==> config.mk <==
export PLATFORM = sky130hd
export DESIGN_NAME = process_ready_list_scheduler_flat
export DESIGN_NICKNAME = d
export VERILOG_FILES = /design/src/hdl/prls_pkg.sv /design/src/hdl/prls_req_if.sv /design/src/hdl/prls_rsp_if.sv /design/src/hdl/process_ready_list_scheduler.sv /design/src/hdl/prls_ram.sv /design/src/flat_wrapper.sv
export SDC_FILE = /design/constraint.sdc
export NUM_CORES = 1
export LEC_CHECK = 0
export BUFFER_PORTS_ARGS = -buffer_cell sky130_fd_sc_hd__buf_4
export CAP_MARGIN = 10
export CORE_ASPECT_RATIO = 1.1
export CORE_MARGIN = 1.5
export CORE_UTILIZATION = 55
export CTS_BUF_LIST = sky130_fd_sc_hd__clkbuf_16
export CTS_CLUSTER_SIZE = 40
export DETAILED_ROUTE_END_ITERATION = 8
export PLACE_DENSITY = 0.72
export SLEW_MARGIN = 25
export SYNTH_ARGS = -nofsm -noshare
export SYNTH_HDL_FRONTEND = slang
export SYNTH_SLANG_ARGS = --single-unit
==> constraint.sdc <==
create_clock -name clock -period 4.31 [get_ports clock]
set_input_delay 1.293 -clock clock [delete_from_list [all_inputs] [get_ports clock]]
set_output_delay 1.293 -clock clock [all_outputs]
set_load 0.02 [all_outputs]
==> src/hdl/prls_pkg.sv <==
// prls_pkg: shared widths and codes for the ready-list scheduler
// used by the channel interfaces and the top level, depends on nothing

package prls_pkg;

   localparam int MODE_W   = 2;
   localparam int PROC_ID_W = 8;
   localparam int PRIO_W   = 8;
   localparam int COUNT_W  = 5;
   localparam int STATUS_W = 2;

   typedef logic [MODE_W-1:0]   op_type;
   typedef logic [MODE_W-1:0]   sched_type;
   typedef logic [STATUS_W-1:0] status_type;

   // operation codes of an input beat
   localparam op_type OP_INSERT = 2'd0;
   localparam op_type OP_REMOVE = 2'd1;
   localparam op_type OP_UPDATE = 2'd2;

   // scheduler_mode register codes
   localparam sched_type SCHED_FIRST_RUN = 2'd0;
   localparam sched_type SCHED_HEAD      = 2'd1;
   localparam sched_type SCHED_LOWEST    = 2'd2;
   localparam sched_type SCHED_NONE      = 2'd3;

   // result status codes
   localparam status_type ST_OK        = 2'd0;
   localparam status_type ST_FULL      = 2'd1;
   localparam status_type ST_NOT_FOUND = 2'd2;

endpackage

==> src/hdl/prls_req_if.sv <==
// prls_req_if: valid/ready channel carrying one scheduler request beat
// depends on prls_pkg for field widths

interface prls_req_if import prls_pkg::*; ();
   logic                 valid;
   logic                 ready;
   logic [MODE_W-1:0]    mode;
   logic [PROC_ID_W-1:0] proc_id;
   logic [PRIO_W-1:0]    priority_req;
   logic                 running;

   modport source (output valid, mode, proc_id, priority_req, running, input ready);
   modport sink   (input valid, mode, proc_id, priority_req, running, output ready);
endinterface

==> src/hdl/prls_rsp_if.sv <==
// prls_rsp_if: valid/ready channel carrying one scheduler result beat
// depends on prls_pkg for field widths

interface prls_rsp_if import prls_pkg::*; ();
   logic                 valid;
   logic                 ready;
   logic                 pick_valid;
   logic [PROC_ID_W-1:0] pick_id;
   logic [COUNT_W-1:0]   entry_count;
   logic [STATUS_W-1:0]  status;

   modport source (output valid, pick_valid, pick_id, entry_count, status, input ready);
   modport sink   (input valid, pick_valid, pick_id, entry_count, status, output ready);
endinterface

==> src/hdl/process_ready_list_scheduler.sv <==
// Ready-list scheduler. Keeps an ordered list of up to MAX_ENTRIES process
// ids with a priority and running flag each, in one ram scanned one entry per
// cycle. An insert walks the single ram read port once, to choose the pick;
// an update walks it once to find the id and once more to choose the pick;
// a remove walks it once to find the id, once more to close the gap, and
// once to choose the pick. The request side is not ready until
// the result is in the output register; a result waiting there does not block
// the next request. No clearing pass is needed after reset.
// Depends on prls_pkg, prls_req_if, prls_rsp_if and prls_ram.

module process_ready_list_scheduler import prls_pkg::*; #(
   parameter int MAX_ENTRIES = 16,
   parameter int ID_BITS     = 8
) (
   input  logic              clock,
   input  logic              reset,
   input  logic              csr_wr_en,
   input  logic [MODE_W-1:0] csr_wr_data,
   prls_req_if.sink          req_chan,
   prls_rsp_if.source        rsp_chan
);

   localparam int IW = (MAX_ENTRIES > 1) ? $clog2(MAX_ENTRIES) : 1;
   localparam int CW = $clog2(MAX_ENTRIES + 1);
   localparam int EW = ID_BITS + PRIO_W + 1;

   typedef enum logic [2:0] {
      S_IDLE,
      S_FIND,
      S_SHIFT,
      S_PICK,
      S_DONE
   } state_type;

   state_type           state_ff, state_in;
   sched_type           sched_ff, sched_in;
   logic [CW-1:0]       count_ff, count_in;
   op_type              op_ff, op_in;
   logic [ID_BITS-1:0]  id_ff, id_in;
   logic [PRIO_W-1:0]   prio_ff, prio_in;
   logic                run_ff, run_in;
   status_type          status_ff, status_in;
   logic [CW-1:0]       scan_addr_ff, scan_addr_in;
   logic                data_vld_ff, data_vld_in;
   logic [IW-1:0]       data_idx_ff, data_idx_in;
   logic                best_vld_ff, best_vld_in;
   logic [ID_BITS-1:0]  best_id_ff, best_id_in;
   logic [PRIO_W-1:0]   best_prio_ff, best_prio_in;
   logic                best_run_ff, best_run_in;
   logic                rsp_valid_ff, rsp_valid_in;
   logic                rsp_pick_valid_ff, rsp_pick_valid_in;
   logic [PROC_ID_W-1:0] rsp_pick_id_ff, rsp_pick_id_in;
   logic [COUNT_W-1:0]  rsp_count_ff, rsp_count_in;
   status_type          rsp_status_ff, rsp_status_in;

   logic                ram_wr_en;
   logic [IW-1:0]       ram_wr_addr;
   logic [EW-1:0]       ram_wr_data;
   logic                ram_rd_en;
   logic [EW-1:0]       ram_rd_data;
   logic [ID_BITS-1:0]  rd_id;
   logic [PRIO_W-1:0]   rd_prio;
   logic                rd_run;
   logic                issue;
   logic                scan_end;
   logic                take;

   prls_ram #(
      .WIDTH (EW),
      .DEPTH (MAX_ENTRIES)
   ) u_entries (
      .clock   (clock),
      .wr_en   (ram_wr_en),
      .wr_addr (ram_wr_addr),
      .wr_data (ram_wr_data),
      .rd_en   (ram_rd_en),
      .rd_addr (scan_addr_ff[IW-1:0]),
      .rd_data (ram_rd_data)
   );

   // entry layout: {id, priority, running}
   assign rd_id   = ram_rd_data[EW-1 -: ID_BITS];
   assign rd_prio = ram_rd_data[PRIO_W:1];
   assign rd_run  = ram_rd_data[0];

   assign issue    = scan_addr_ff < count_ff;
   assign scan_end = !data_vld_ff && !issue;
   assign take     = !best_vld_ff
                     || (sched_ff == SCHED_FIRST_RUN && !best_run_ff && rd_run)
                     || (sched_ff == SCHED_LOWEST && rd_prio < best_prio_ff);

   assign req_chan.ready       = (state_ff == S_IDLE);
   assign rsp_chan.valid       = rsp_valid_ff;
   assign rsp_chan.pick_valid  = rsp_pick_valid_ff;
   assign rsp_chan.pick_id     = rsp_pick_id_ff;
   assign rsp_chan.entry_count = rsp_count_ff;
   assign rsp_chan.status      = rsp_status_ff;

   always_comb begin
      state_in          = state_ff;
      sched_in          = csr_wr_en ? csr_wr_data : sched_ff;
      count_in          = count_ff;
      op_in             = op_ff;
      id_in             = id_ff;
      prio_in           = prio_ff;
      run_in            = run_ff;
      status_in         = status_ff;
      scan_addr_in      = scan_addr_ff;
      data_vld_in       = data_vld_ff;
      data_idx_in       = data_idx_ff;
      best_vld_in       = best_vld_ff;
      best_id_in        = best_id_ff;
      best_prio_in      = best_prio_ff;
      best_run_in       = best_run_ff;
      rsp_valid_in      = rsp_valid_ff && !rsp_chan.ready;
      rsp_pick_valid_in = rsp_pick_valid_ff;
      rsp_pick_id_in    = rsp_pick_id_ff;
      rsp_count_in      = rsp_count_ff;
      rsp_status_in     = rsp_status_ff;
      ram_wr_en         = 1'b0;
      ram_wr_addr       = data_idx_ff;
      ram_wr_data       = ram_rd_data;
      ram_rd_en         = 1'b0;

      // scan engine: one read issued per cycle, its data checked in the next cycle
      if (state_ff == S_FIND || state_ff == S_SHIFT || state_ff == S_PICK) begin
         ram_rd_en   = issue;
         data_vld_in = issue;
         if (issue) begin
            scan_addr_in = scan_addr_ff + CW'(1);
            data_idx_in  = scan_addr_ff[IW-1:0];
         end
      end

      unique case (state_ff)
         S_IDLE: begin
            scan_addr_in = '0;
            data_vld_in  = 1'b0;
            best_vld_in  = 1'b0;
            if (req_chan.valid) begin
               op_in     = req_chan.mode;
               id_in     = ID_BITS'(req_chan.proc_id);
               prio_in   = req_chan.priority_req;
               run_in    = req_chan.running;
               status_in = ST_OK;
               state_in  = S_PICK;
               case (req_chan.mode) inside
                  OP_INSERT: begin
                     if (count_ff == CW'(MAX_ENTRIES)) begin
                        status_in = ST_FULL;
                     end else begin
                        ram_wr_en   = 1'b1;
                        ram_wr_addr = count_ff[IW-1:0];
                        ram_wr_data = {ID_BITS'(req_chan.proc_id), req_chan.priority_req,
                                       req_chan.running};
                        count_in    = count_ff + CW'(1);
                     end
                  end
                  OP_REMOVE, OP_UPDATE: begin
                     state_in = S_FIND;
                  end
                  default: begin
                     state_in = S_PICK;
                  end
               endcase
            end
         end
         S_FIND: begin
            if (data_vld_ff && rd_id == id_ff) begin
               data_vld_in = 1'b0;
               if (op_ff == OP_UPDATE) begin
                  ram_wr_en    = 1'b1;
                  ram_wr_data  = {rd_id, prio_ff, run_ff};
                  scan_addr_in = '0;
                  best_vld_in  = 1'b0;
                  state_in     = S_PICK;
               end else begin
                  // close the gap starting just after the match
                  scan_addr_in = CW'(data_idx_ff) + CW'(1);
                  state_in     = S_SHIFT;
               end
            end else if (scan_end) begin
               status_in    = ST_NOT_FOUND;
               scan_addr_in = '0;
               best_vld_in  = 1'b0;
               state_in     = S_PICK;
            end
         end
         S_SHIFT: begin
            if (data_vld_ff) begin
               ram_wr_en   = 1'b1;
               ram_wr_addr = data_idx_ff - IW'(1);
            end
            if (scan_end) begin
               count_in     = count_ff - CW'(1);
               scan_addr_in = '0;
               best_vld_in  = 1'b0;
               state_in     = S_PICK;
            end
         end
         S_PICK: begin
            if (data_vld_ff && take) begin
               best_vld_in  = 1'b1;
               best_id_in   = rd_id;
               best_prio_in = rd_prio;
               best_run_in  = rd_run;
            end
            if (scan_end) begin
               state_in = S_DONE;
            end
         end
         S_DONE: begin
            if (!rsp_valid_ff || rsp_chan.ready) begin
               rsp_valid_in      = 1'b1;
               rsp_pick_valid_in = best_vld_ff && sched_ff != SCHED_NONE;
               rsp_pick_id_in    = (best_vld_ff && sched_ff != SCHED_NONE)
                                   ? PROC_ID_W'(best_id_ff) : '0;
               rsp_count_in      = COUNT_W'(count_ff);
               rsp_status_in     = status_ff;
               state_in          = S_IDLE;
            end
         end
         default: begin
            state_in = S_IDLE;
         end
      endcase
   end

   always_ff @(posedge clock) begin
      if (reset) begin
         state_ff     <= S_IDLE;
         sched_ff     <= SCHED_FIRST_RUN;
         count_ff     <= '0;
         data_vld_ff  <= 1'b0;
         best_vld_ff  <= 1'b0;
         rsp_valid_ff <= 1'b0;
      end else begin
         state_ff          <= state_in;
         sched_ff          <= sched_in;
         count_ff          <= count_in;
         op_ff             <= op_in;
         id_ff             <= id_in;
         prio_ff           <= prio_in;
         run_ff            <= run_in;
         status_ff         <= status_in;
         scan_addr_ff      <= scan_addr_in;
         data_vld_ff       <= data_vld_in;
         data_idx_ff       <= data_idx_in;
         best_vld_ff       <= best_vld_in;
         best_id_ff        <= best_id_in;
         best_prio_ff      <= best_prio_in;
         best_run_ff       <= best_run_in;
         rsp_valid_ff      <= rsp_valid_in;
         rsp_pick_valid_ff <= rsp_pick_valid_in;
         rsp_pick_id_ff    <= rsp_pick_id_in;
         rsp_count_ff      <= rsp_count_in;
         rsp_status_ff     <= rsp_status_in;
      end
   end

   a_count_bound: assert property (@(posedge clock) disable iff (reset)
      count_ff <= CW'(MAX_ENTRIES))
      else $error("entry count beyond list depth");

   a_one_at_a_time: assert property (@(posedge clock) disable iff (reset)
      req_chan.valid && req_chan.ready |=> !req_chan.ready)
      else $error("request taken while previous one still in work");

   a_no_pick_zero_id: assert property (@(posedge clock) disable iff (reset)
      rsp_valid_ff && !rsp_pick_valid_ff |-> rsp_pick_id_ff == '0)
      else $error("nonzero id reported without a pick");

   a_full_flag: assert property (@(posedge clock) disable iff (reset)
      state_ff == S_IDLE && req_chan.valid && req_chan.mode == OP_INSERT
      && count_ff == CW'(MAX_ENTRIES) |=> status_ff == ST_FULL && count_ff == $past(count_ff))
      else $error("insert into full list not dropped");

endmodule

==> src/hdl/prls_ram.sv <==
// prls_ram: generic simple dual-port ram, one write and one registered read port
// no dependencies

module prls_ram #(
   parameter int WIDTH = 17,
   parameter int DEPTH = 16
) (
   input  logic                     clock,
   input  logic                     wr_en,
   input  logic [$clog2(DEPTH)-1:0] wr_addr,
   input  logic [WIDTH-1:0]         wr_data,
   input  logic                     rd_en,
   input  logic [$clog2(DEPTH)-1:0] rd_addr,
   output logic [WIDTH-1:0]         rd_data
);

   logic [WIDTH-1:0] mem_ff [DEPTH];

   always_ff @(posedge clock) begin
      if (wr_en) begin
         mem_ff[wr_addr] <= wr_data;
      end
      if (rd_en) begin
         rd_data <= mem_ff[rd_addr];
      end
   end

endmodule

==> src/flat_wrapper.sv <==
// flat-port wrapper written by rule: the top's interface ports become plain ports
module process_ready_list_scheduler_flat import prls_pkg::*;
#(
   parameter int MAX_ENTRIES = 16,
   parameter int ID_BITS     = 8
)
  (clock, reset, csr_wr_en, csr_wr_data, req_chan_valid, req_chan_mode, req_chan_proc_id, req_chan_priority_req, req_chan_running, req_chan_ready, rsp_chan_valid, rsp_chan_pick_valid, rsp_chan_pick_id, rsp_chan_entry_count, rsp_chan_status, rsp_chan_ready);
  prls_req_if req_chan_i ();
  prls_rsp_if rsp_chan_i ();
  input  logic clock;
  input  logic reset;
  input  logic csr_wr_en;
  input  logic [MODE_W-1:0] csr_wr_data;
  input wire logic [$bits(req_chan_i.valid)-1:0] req_chan_valid;
  input wire logic [$bits(req_chan_i.mode)-1:0] req_chan_mode;
  input wire logic [$bits(req_chan_i.proc_id)-1:0] req_chan_proc_id;
  input wire logic [$bits(req_chan_i.priority_req)-1:0] req_chan_priority_req;
  input wire logic [$bits(req_chan_i.running)-1:0] req_chan_running;
  output wire logic [$bits(req_chan_i.ready)-1:0] req_chan_ready;
  output wire logic [$bits(rsp_chan_i.valid)-1:0] rsp_chan_valid;
  output wire logic [$bits(rsp_chan_i.pick_valid)-1:0] rsp_chan_pick_valid;
  output wire logic [$bits(rsp_chan_i.pick_id)-1:0] rsp_chan_pick_id;
  output wire logic [$bits(rsp_chan_i.entry_count)-1:0] rsp_chan_entry_count;
  output wire logic [$bits(rsp_chan_i.status)-1:0] rsp_chan_status;
  input wire logic [$bits(rsp_chan_i.ready)-1:0] rsp_chan_ready;
  assign req_chan_i.valid = req_chan_valid;
  assign req_chan_i.mode = req_chan_mode;
  assign req_chan_i.proc_id = req_chan_proc_id;
  assign req_chan_i.priority_req = req_chan_priority_req;
  assign req_chan_i.running = req_chan_running;
  assign req_chan_ready = req_chan_i.ready;
  assign rsp_chan_valid = rsp_chan_i.valid;
  assign rsp_chan_pick_valid = rsp_chan_i.pick_valid;
  assign rsp_chan_pick_id = rsp_chan_i.pick_id;
  assign rsp_chan_entry_count = rsp_chan_i.entry_count;
  assign rsp_chan_status = rsp_chan_i.status;
  assign rsp_chan_i.ready = rsp_chan_ready;
  process_ready_list_scheduler #(.MAX_ENTRIES(MAX_ENTRIES), .ID_BITS(ID_BITS)) u_core (.clock(clock), .reset(reset), .csr_wr_en(csr_wr_en), .csr_wr_data(csr_wr_data), .req_chan(req_chan_i), .rsp_chan(rsp_chan_i));
endmodule
==> results by group <==
Status
  • Outcome: complete, no violations

Clocking
  • Clock buffer depth: 3
  • CTS Hold Buffers Added: 0
  • TritonCTS clock tree: built
  • Cts bufs inserted: 36
  • Postcts setup bufs: 0
  • Worst skew pair latency: 0.53 ns
  • CTS sink cnt: about 370
  • Root Buffer: clkbuf_16
  • PostCTS Resize Cnt: 0
  • Clock transition at path regs: around 0.06 ns
  • # H-tree levels: 2

Layout
  • Layout cells sized above 1: 27.4%
  • Diode count: 0
  • NumNets Final: just under 900
  • P&R area growth vs syn: 13.9%

Yosys
  • Mapped Area: 0.0147 mm^2
  • Net Count, Synth: 800
  • Top cells by area, synth: edfxtp_1, mux4_2, dfxtp_1
  • Yosys top cell area share: 71.8%
  • Cells after Synth: 755
  • Synth top cells by count: edfxtp_1, mux4_2, nor2_1, nand2_1, inv_1
  • Sequential share of the synthesized area: roughly three quarters
  • Post-synth cell types: between 60 and 70
  • Most frequent cell after synthesis: edfxtp_1
  • Synth warn: 0
  • Leading area contributor after synthesis: edfxtp_1
  • Post-synth EDFFs: ~350
  • Async SR Flop Fraction: 0%
  • Ys flop type: edfxtp_1
  • Synth Register Bits: 365
  • Avg Cell Area, Syn: 19.5 um^2

Floorplanning
  • Core Area: between 0.02 and 0.03 mm^2
  • Die X: 159 um
  • # IOs: 44
  • DIE AREA: 0.0277 mm^2
  • Starting Density: 56.1%
  • # rows: 62
  • Die height: 175 um

Timing
  • Worst rel slew slack: 32.2%
  • Worst Skew: approximately 0.024 ns
  • Final setup violation count: 0
  • Final hold violations: 0
  • Min Tclk post-route: 3.16 ns
  • Max Clock Freq: 317 MHz
  • Fin crit share: about three quarters
  • Worst-margin pin slew: 1.02 ns
  • RSZ-0062 raised after global routing: no
  • Final Worst Setup Slack: 1.15 ns
  • Pins Over Slew Limit: 0
  • Setup TNS: 0 ns
  • WHS: 0.418 ns

Power and ir drop
  • Tot Pwr: 8.77 mW
  • Switch Pwr: 2.19 mW
  • Combinational share of power: 15.1%
  • Peak supply drop: 501 uV
  • Clock share of power: a little over a third
  • Sw Ratio: roughly a quarter
  • Internal: 6.58 mW
  • Sequential Power Share: between 40% and 50%
  • Leakage: 5.56 nW
  • PD cells: 524 mW/mm^2

Route
  • WL final: 30.0 mm
  • Final ANT Viol Nets: 0
  • WL/cell: 24.8 um
  • DRC viols: 0
  • Starting DRT DRC Count: 718
  • Via count: ~7,300
  • DRT Pass-1 Iters: 5
  • Vias per inst: 6.02

Worst setup path
  • Crit. End Element: register
  • Critical Path Source Type: register
  • WS Path Type: register to register
  • Crit Path Max Fanout: 18
  • Worst EP required: approximately 4.5 ns
  • Worst EP arrival: 3.34 ns

Job
  • Max-cap viol count: 0

GRT
  • Vias in the first global route: between 7,000 and 8,000
  • Final global-route overflow total: 0
  • First-pass GRT wire length: ~46 mm
  • Initial antenna violation count: 0
  • Largest net degree at the start of global routing: 73
  • All-Layer GR Usage: 22.5%

Place
  • Final GP Congestion: 0.839
  • Worst slack, placed: 0.672 ns
  • Port Buffer Count: 43
  • DP Wirelength: 19.8 mm

Min path
  • Hold WC Path Type: register to register
==> final cells by class <==
class / instances / area [um^2]
inverter: 28 / 105
clock buffer: 37 / 926
sequential: 365 / 10800
fill: 1779 / 9470
multi-input combinational: 330 / 3630
timing repair buffer: 74 / 588
clock inverter: 26 / 236
tap: 352 / 440
==> worst max-delay path, cell delays in order (launching register included) <==
cell      delay, ns
dfxtp_1        0.76
or3b_1         0.35
inv_1          0.19
o311ai_1       0.60
or3b_1         0.49
nor2_1         0.14
buf_4          0.28
==> final timing paths <==
kind | from | to | slack (ns) | depth (start not counted)
min reg2reg | u_core.status_ff[0] | u_core.rsp_chan.status[0] | 0.42 | 0
max reg2reg | u_core.state_ff[0] | u_core.u_entries.mem_ff[13][6] | 1.15 | 6
min | u_core.status_ff[0] | u_core.rsp_chan.status[0] | 0.42 | 0
max | u_core.state_ff[0] | u_core.u_entries.mem_ff[13][6] | 1.15 | 6
==> registers in the layout (all words and copies together), names as in the netlist, 8 cells and up <==
name,cells
u_core.prio_ff,8
u_core.best_prio_ff,8
u_core.id_ff,8
u_core.rsp_chan.pick_id,8
u_core.u_entries.rd_data,17
u_core.best_id_ff,8
u_core.u_entries.mem_ff,272
==> cell usage in the layout, fill, tap and decap left out, drive strengths merged, types with 4 or more instances in the layout <==
| cell type | instances |
|---|---|
| edfxtp | 352 |
| mux4 | 85 |
| inv | 35 |
| mux2i | 6 |
| nor2b | 4 |
| clkinvlp | 4 |
| nand2 | 33 |
| o21ai | 9 |
| clkbuf | 37 |
| buf | 74 |
| a22oi | 9 |
| a211oi | 5 |
| o22ai | 5 |
| a21o | 4 |
| dfxtp | 13 |
| mux2 | 8 |
| a31oi | 4 |
| nand2b | 4 |
| a21oi | 13 |
| or2 | 5 |
| nand3 | 7 |
| nor2 | 37 |
| and2 | 10 |
| or3 | 5 |
| bufinv | 4 |
| clkinv | 11 |
| ha | 18 |
| nor3 | 7 |
| xnor2 | 15 |
==> metrics by stage <==
step	std cells	util (%)	area, um^2
after floorplan	755	-	14700
after global placement	1148	59.4	15600
after detailed placement	1148	59.4	15600
after global routing	1212	63.9	16800
after CTS	1211	63.8	16700
final	1212	63.9	16800
==> kinds of logic after synthesis <==
family / share of synthesized area (%)
adders and majority gates: 1.67
xor gates and xnor gates: 1.07
AOI/OAI and AO/OA: 3.27
DFF: 73.6
buffers and inverters: 1.89
muxes: 14.0
and+or+nand+nor: 4.47
==> routing by layer <==
| metal | share of wire [%] | wire length (um) | track usage [%] |
|---|---|---|---|
| met5 | 0 | 0 | 0 |
| met4 | 2.1 | 622 | 6.37 |
| met3 | 6.2 | 1860 | 3.46 |
| met2 | 50 | 15100 | 37.8 |
| met1 | 41 | 12400 | 31.2 |
==> power by group through the flow <==
stage                     registers [mW]  logic, mW  clock network [mW]
after global placement              4.45       1.26                   0
after detailed placement            4.46       1.31                   0
after global routing                4.39       1.42                3.25
after floorplan                     4.38      0.925                   0
after CTS                           4.39       1.32                3.12
final                               4.38       1.32                3.07
Note: power is estimated with default switching activity, not from simulation.
